## config.mk

```make
export PLATFORM = sky130hd
export DESIGN_NAME = fsfp_usec_conv
export DESIGN_NICKNAME = d
export VERILOG_FILES = /design/src/hw/rtl/fsfp_pkg.sv /design/src/hw/rtl/fsfp_usec_conv.sv
export SDC_FILE = /design/constraint.sdc
export NUM_CORES = 2
export LEC_CHECK = 0
export BUFFER_PORTS_ARGS = -buffer_cell sky130_fd_sc_hd__buf_2
export CAP_MARGIN = 20
export CORE_MARGIN = 3
export CORE_UTILIZATION = 25
export CTS_CLUSTER_DIAMETER = 60
export DETAILED_ROUTE_END_ITERATION = 12
export SYNTH_ARGS = -nofsm -noshare
export SYNTH_HDL_FRONTEND = slang
export SYNTH_SLANG_ARGS = --single-unit
```

## constraint.sdc

```tcl
create_clock -name clk -period 21.7 [get_ports clk]
set_input_delay 1.085 -clock clk [delete_from_list [all_inputs] [get_ports clk]]
set_output_delay 1.085 -clock clk [all_outputs]
set_load 0.01 [all_outputs]
```

## src/hw/rtl/fsfp_pkg.sv

```systemverilog
package fsfp_pkg;

  localparam int TICK_W     = 64;
  localparam int HALF_W     = TICK_W / 2;
  localparam int K_W        = 34;
  localparam int USEC_W     = 31;
  localparam int JERK_W     = 32;
  localparam int FRAC_SHIFT = 33;
  localparam int CFG_IDX_W  = 2;

  localparam logic [CFG_IDX_W-1:0] CFG_FRAME_STEP    = 2'd0;
  localparam logic [CFG_IDX_W-1:0] CFG_USEC_PER_TICK = 2'd1;

  // Stage enables for one tick-to-microsecond converter.
  typedef struct packed {
    logic pp_en;
    logic out_en;
  } fsfp_conv_ctl_t;

endpackage

```

## src/hw/rtl/fsfp_usec_conv.sv

```systemverilog
module fsfp_usec_conv (
  input  logic                          clk,
  input  fsfp_pkg::fsfp_conv_ctl_t      ctl,
  input  logic [fsfp_pkg::TICK_W-1:0]   delta,
  input  logic [fsfp_pkg::K_W-1:0]      usec_per_tick,
  output logic [fsfp_pkg::USEC_W-1:0]   usec
);
  import fsfp_pkg::*;

  localparam int KHI_W = K_W - HALF_W;

  logic [HALF_W-1:0]        d_lo, d_hi, k_lo;
  logic [KHI_W-1:0]         k_hi;
  logic [TICK_W-1:0]        m_lo, m_mid;
  logic [HALF_W+KHI_W-1:0]  m_hk;
  logic [TICK_W-1:0]        pp_lo_r;
  logic [HALF_W-1:0]        pp_mid_r, pp_hk_r;
  logic [HALF_W-1:0]        mid_sum;
  logic [TICK_W-1:0]        prod;
  logic [USEC_W-1:0]        usec_r;

  assign d_lo = delta[HALF_W-1:0];
  assign d_hi = delta[TICK_W-1:HALF_W];
  assign k_lo = usec_per_tick[HALF_W-1:0];
  assign k_hi = usec_per_tick[K_W-1:HALF_W];

  // Only the low 64 bits of the product are kept, so the high-by-high term
  // drops out and the cross terms contribute only their low halves.
  assign m_lo  = TICK_W'(d_lo) * TICK_W'(k_lo);
  assign m_mid = TICK_W'(d_hi) * TICK_W'(k_lo);
  assign m_hk  = (HALF_W+KHI_W)'(d_lo) * (HALF_W+KHI_W)'(k_hi);

  always_ff @(posedge clk) begin
    if (ctl.pp_en) begin
      pp_lo_r  <= m_lo;
      pp_mid_r <= m_mid[HALF_W-1:0];
      pp_hk_r  <= m_hk[HALF_W-1:0];
    end
  end

  assign mid_sum = pp_mid_r + pp_hk_r;
  assign prod    = pp_lo_r + {mid_sum, {HALF_W{1'b0}}};

  always_ff @(posedge clk) begin
    if (ctl.out_en) begin
      usec_r <= prod[FRAC_SHIFT +: USEC_W];
    end
  end

  assign usec = usec_r;

endmodule

```

==> results_dict.tcl <==
set metrics [dict create \
    synthMuxAreaShare_pct 0.0532 \
    clock_path_buffers 2 \
    startpoint_type "primary input" \
    grt_first_pass_wirelength_um 261000 \
    synth.yosys.warnings 0 \
    nets 7926 \
    netlist_instances 6166 \
    ys_types 70 \
    fin_worst_skew_ns 0.0282 \
    postCtsSetupBuffers 0 \
    setup_viol 0 \
    syn_area_sq_um 56400 \
    synth_top_family_by_area "adder cells" \
    reg2reg_from "pp_mid_r[0]$_DFFE_PP_" \
    track_usage_pct 14.6 \
    final_cells 9051 \
    use_met3_pct 2.23 \
    end_kind "flip-flop" \
    final_cell_mix "inv_1 (1417), fa_1 (1306), nand2_1 (876), and2_1 (808), ha_1 (474)" \
    rr_worst_depth 18 \
    ys_seq_area_share_pct 6.76 \
    synth_edf_count 127 \
    use_met1_pct 18.7 \
    htreeDepth 4 \
    layout_commonest_cell "inv_1" \
    grt_pass1_vias 44600 \
    timing.rr.end "usec[30]$_DFFE_PP_" \
    dieArea_sq_um 231000 \
    path_clk_slew_ns 0.07 \
    synth-simple-area-share_pct 17.2 \
    hold_violations 0 \
    synth_seq_cells 127 \
    cp.required_ns 21.94 \
    start_util_pct 25.3 \
    slew_violations 0 \
    cts_sinks 127 \
    synth_top_cell_by_area "fa_1" \
    row_count 173 \
    core_sq_um 223000 \
    wire_per_inst_um 18.4 \
    setup_tns_ns 0 \
    fmaxAchievable_mhz 109 \
    cpMaxStageDelayCell "buf_2" \
    synth.top_cell.area_share_pct 46.3 \
    die_height_um 481 \
    rrSetupSlack_ns 16.21 \
    cp_common_cell "fa_1" \
    synth_compound_area_share_pct 4.64 \
    grt_busiest_layer "met2" \
    io_pins 132 \
    antenna_found_initial 41 \
    final_layout_size_suffix_gt1_share_pct 3.78 \
    insertion_delay_ns 0.51 \
    numCtsBuffers 17 \
    synth.area.top_cells "fa_1 (46%), ha_1 (11%), inv_1 (9.4%)" \
    synthAdderAreaFrac_pct 56.8 \
    min_delay_worst_endpoint "usec[0]$_DFFE_PP_" \
    period_share_pct 42.2 \
    hold_ws_ns 0.708 \
    cts-root-buf "clkbuf_16" \
    drv_cap 0 \
    async_flop_share_pct 0 \
    io_buffers 131 \
    synthFlopType "edfxtp_1" \
    grt_max_degree 77 \
    crit_path_max_fanout 34 \
    dp_hpwl_um 132000 \
    cts.repair.resized 0 \
    ant_nets 0 \
    cp.arrival_ns 9.40 \
    max_stage_delay_ns 0.67 \
    outcome "finished, final reports clean" \
    postSynthAreaPerCell_sq_um 9.15 \
    relSlewSlack_pct 19.4 \
    worst_slew_pin_slew_ns 1.21 \
    cts_tree "done" \
    synthesis.nets 8047 \
    syn_to_final_growth_pct 7.42 \
    fin_util_pct 27.1 \
    use_met2_pct 25.1 \
    synth-xor-area-share_pct 3.00 \
    drc 0 \
    path_class "primary input to flip-flop" \
    die-width_um 481 \
    wl_um 166000 \
    dp_cells 8999 \
    min_path_cells 1 \
    grt-ovfl-total 0 \
    gp_congestion 0.899 \
    hp-class "flip-flop to flip-flop" \
    rsz0062_at_grt "false" \
    min_from "pp_lo_r[33]$_DFFE_PP_" \
    drt_iter0_markers 2446 \
    postCtsHoldBufs 0 \
    fin_crit_ns 9.16 \
    via_per_inst 4.52 \
    firstDrtPassIters 5 \
    vias 40900 \
]
-- through the flow --
stage | cell area (sq um) | worst slack [ns]
detailed placement | 59900 | 12.08
floorplan | 56400 | 13.53
global placement | 59900 | 12.08
finish | 60600 | 12.54
global route | 60600 | 12.20
CTS | 60500 | 12.60
-- per-layer routing --
metal	part of all wire (%)	vias to the layer above
met4	3.1	8
li1	-	17900
met2	49	1207
met5	0.029	-
met3	6.1	260
met1	42	21500
-- cell type report --
class | instances | area (sq um)
repair buffers | 176 | 1020
flip-flops and latches | 127 | 3810
multi-input cells | 4306 | 46100
clock inverters | 14 | 169
clock buffers | 17 | 425
diodes | 19 | 47.5
well taps | 2975 | 3720
fillers | 23800 | 163000
inverters | 1417 | 5320
-- worst max-delay path, delay by kind of cell --
family,cells,cell delay (ns)
AO/OA/AOI/OAI,6,1.75
buffers and inverters,7,0.99
XOR/XNOR,1,0.10
AND/OR/NAND/NOR,4,1.17
adder cells (fa/ha/maj),9,4.20
-- registers in the layout, summed over array words and instances (netlist names) --
register / count
pp_hk_r: 32
pp_lo_r: 32
pp_mid_r: 32
usec: 31
-- logic make-up after synthesis --
kind of cell | count (synthesis)
xor+xnor | 193
compound gates | 395
simple gates | 1935
fa+ha+maj | 1780
buf+inv | 1733
flops | 127
mux | 3
-- Yosys cell counts (all sizes together), types with 8 or more instances --
| cell type | number |
|---|---|
| inv | 1417 |
| fa | 1306 |
| nand2 | 876 |
| and2 | 808 |
| ha | 474 |
| clkbuf | 308 |
| xnor2 | 151 |
| edfxtp | 127 |
| a21oi | 126 |
| nor2 | 94 |
| o21ai | 59 |
| a21o | 58 |
| xor2 | 42 |
| nor3 | 33 |
| o21a | 29 |
| nand3 | 28 |
| o21bai | 26 |
| nand4 | 20 |
| nand2b | 17 |
| a211oi | 16 |
| nor2b | 14 |
| and3 | 13 |
| o211ai | 13 |
| a31oi | 10 |
| o31ai | 10 |
| buf | 8 |
-- how the worst max path moves through the flow --
| stage | start | endpoint | slack (ns) |
|---|---|---|---|
| 2_1_floorplan | usec_per_tick[2] | pp_lo_r[63]$_DFFE_PP_ | 13.53 |
| 3_3_place_gp | usec_per_tick[3] | pp_lo_r[62]$_DFFE_PP_ | 12.08 |
| 3_5_place_dp | usec_per_tick[4] | pp_lo_r[63]$_DFFE_PP_ | 12.08 |
| 4_1_cts | usec_per_tick[4] | pp_lo_r[63]$_DFFE_PP_ | 12.60 |
| 5_1_grt | usec_per_tick[2] | pp_lo_r[63]$_DFFE_PP_ | 12.20 |
| 6_report | delta[13] | pp_lo_r[62]$_DFFE_PP_ | 12.54 |
Power is not shown: default switching activity piles up to over one toggle a cycle in this logic, so the estimate is an artifact.
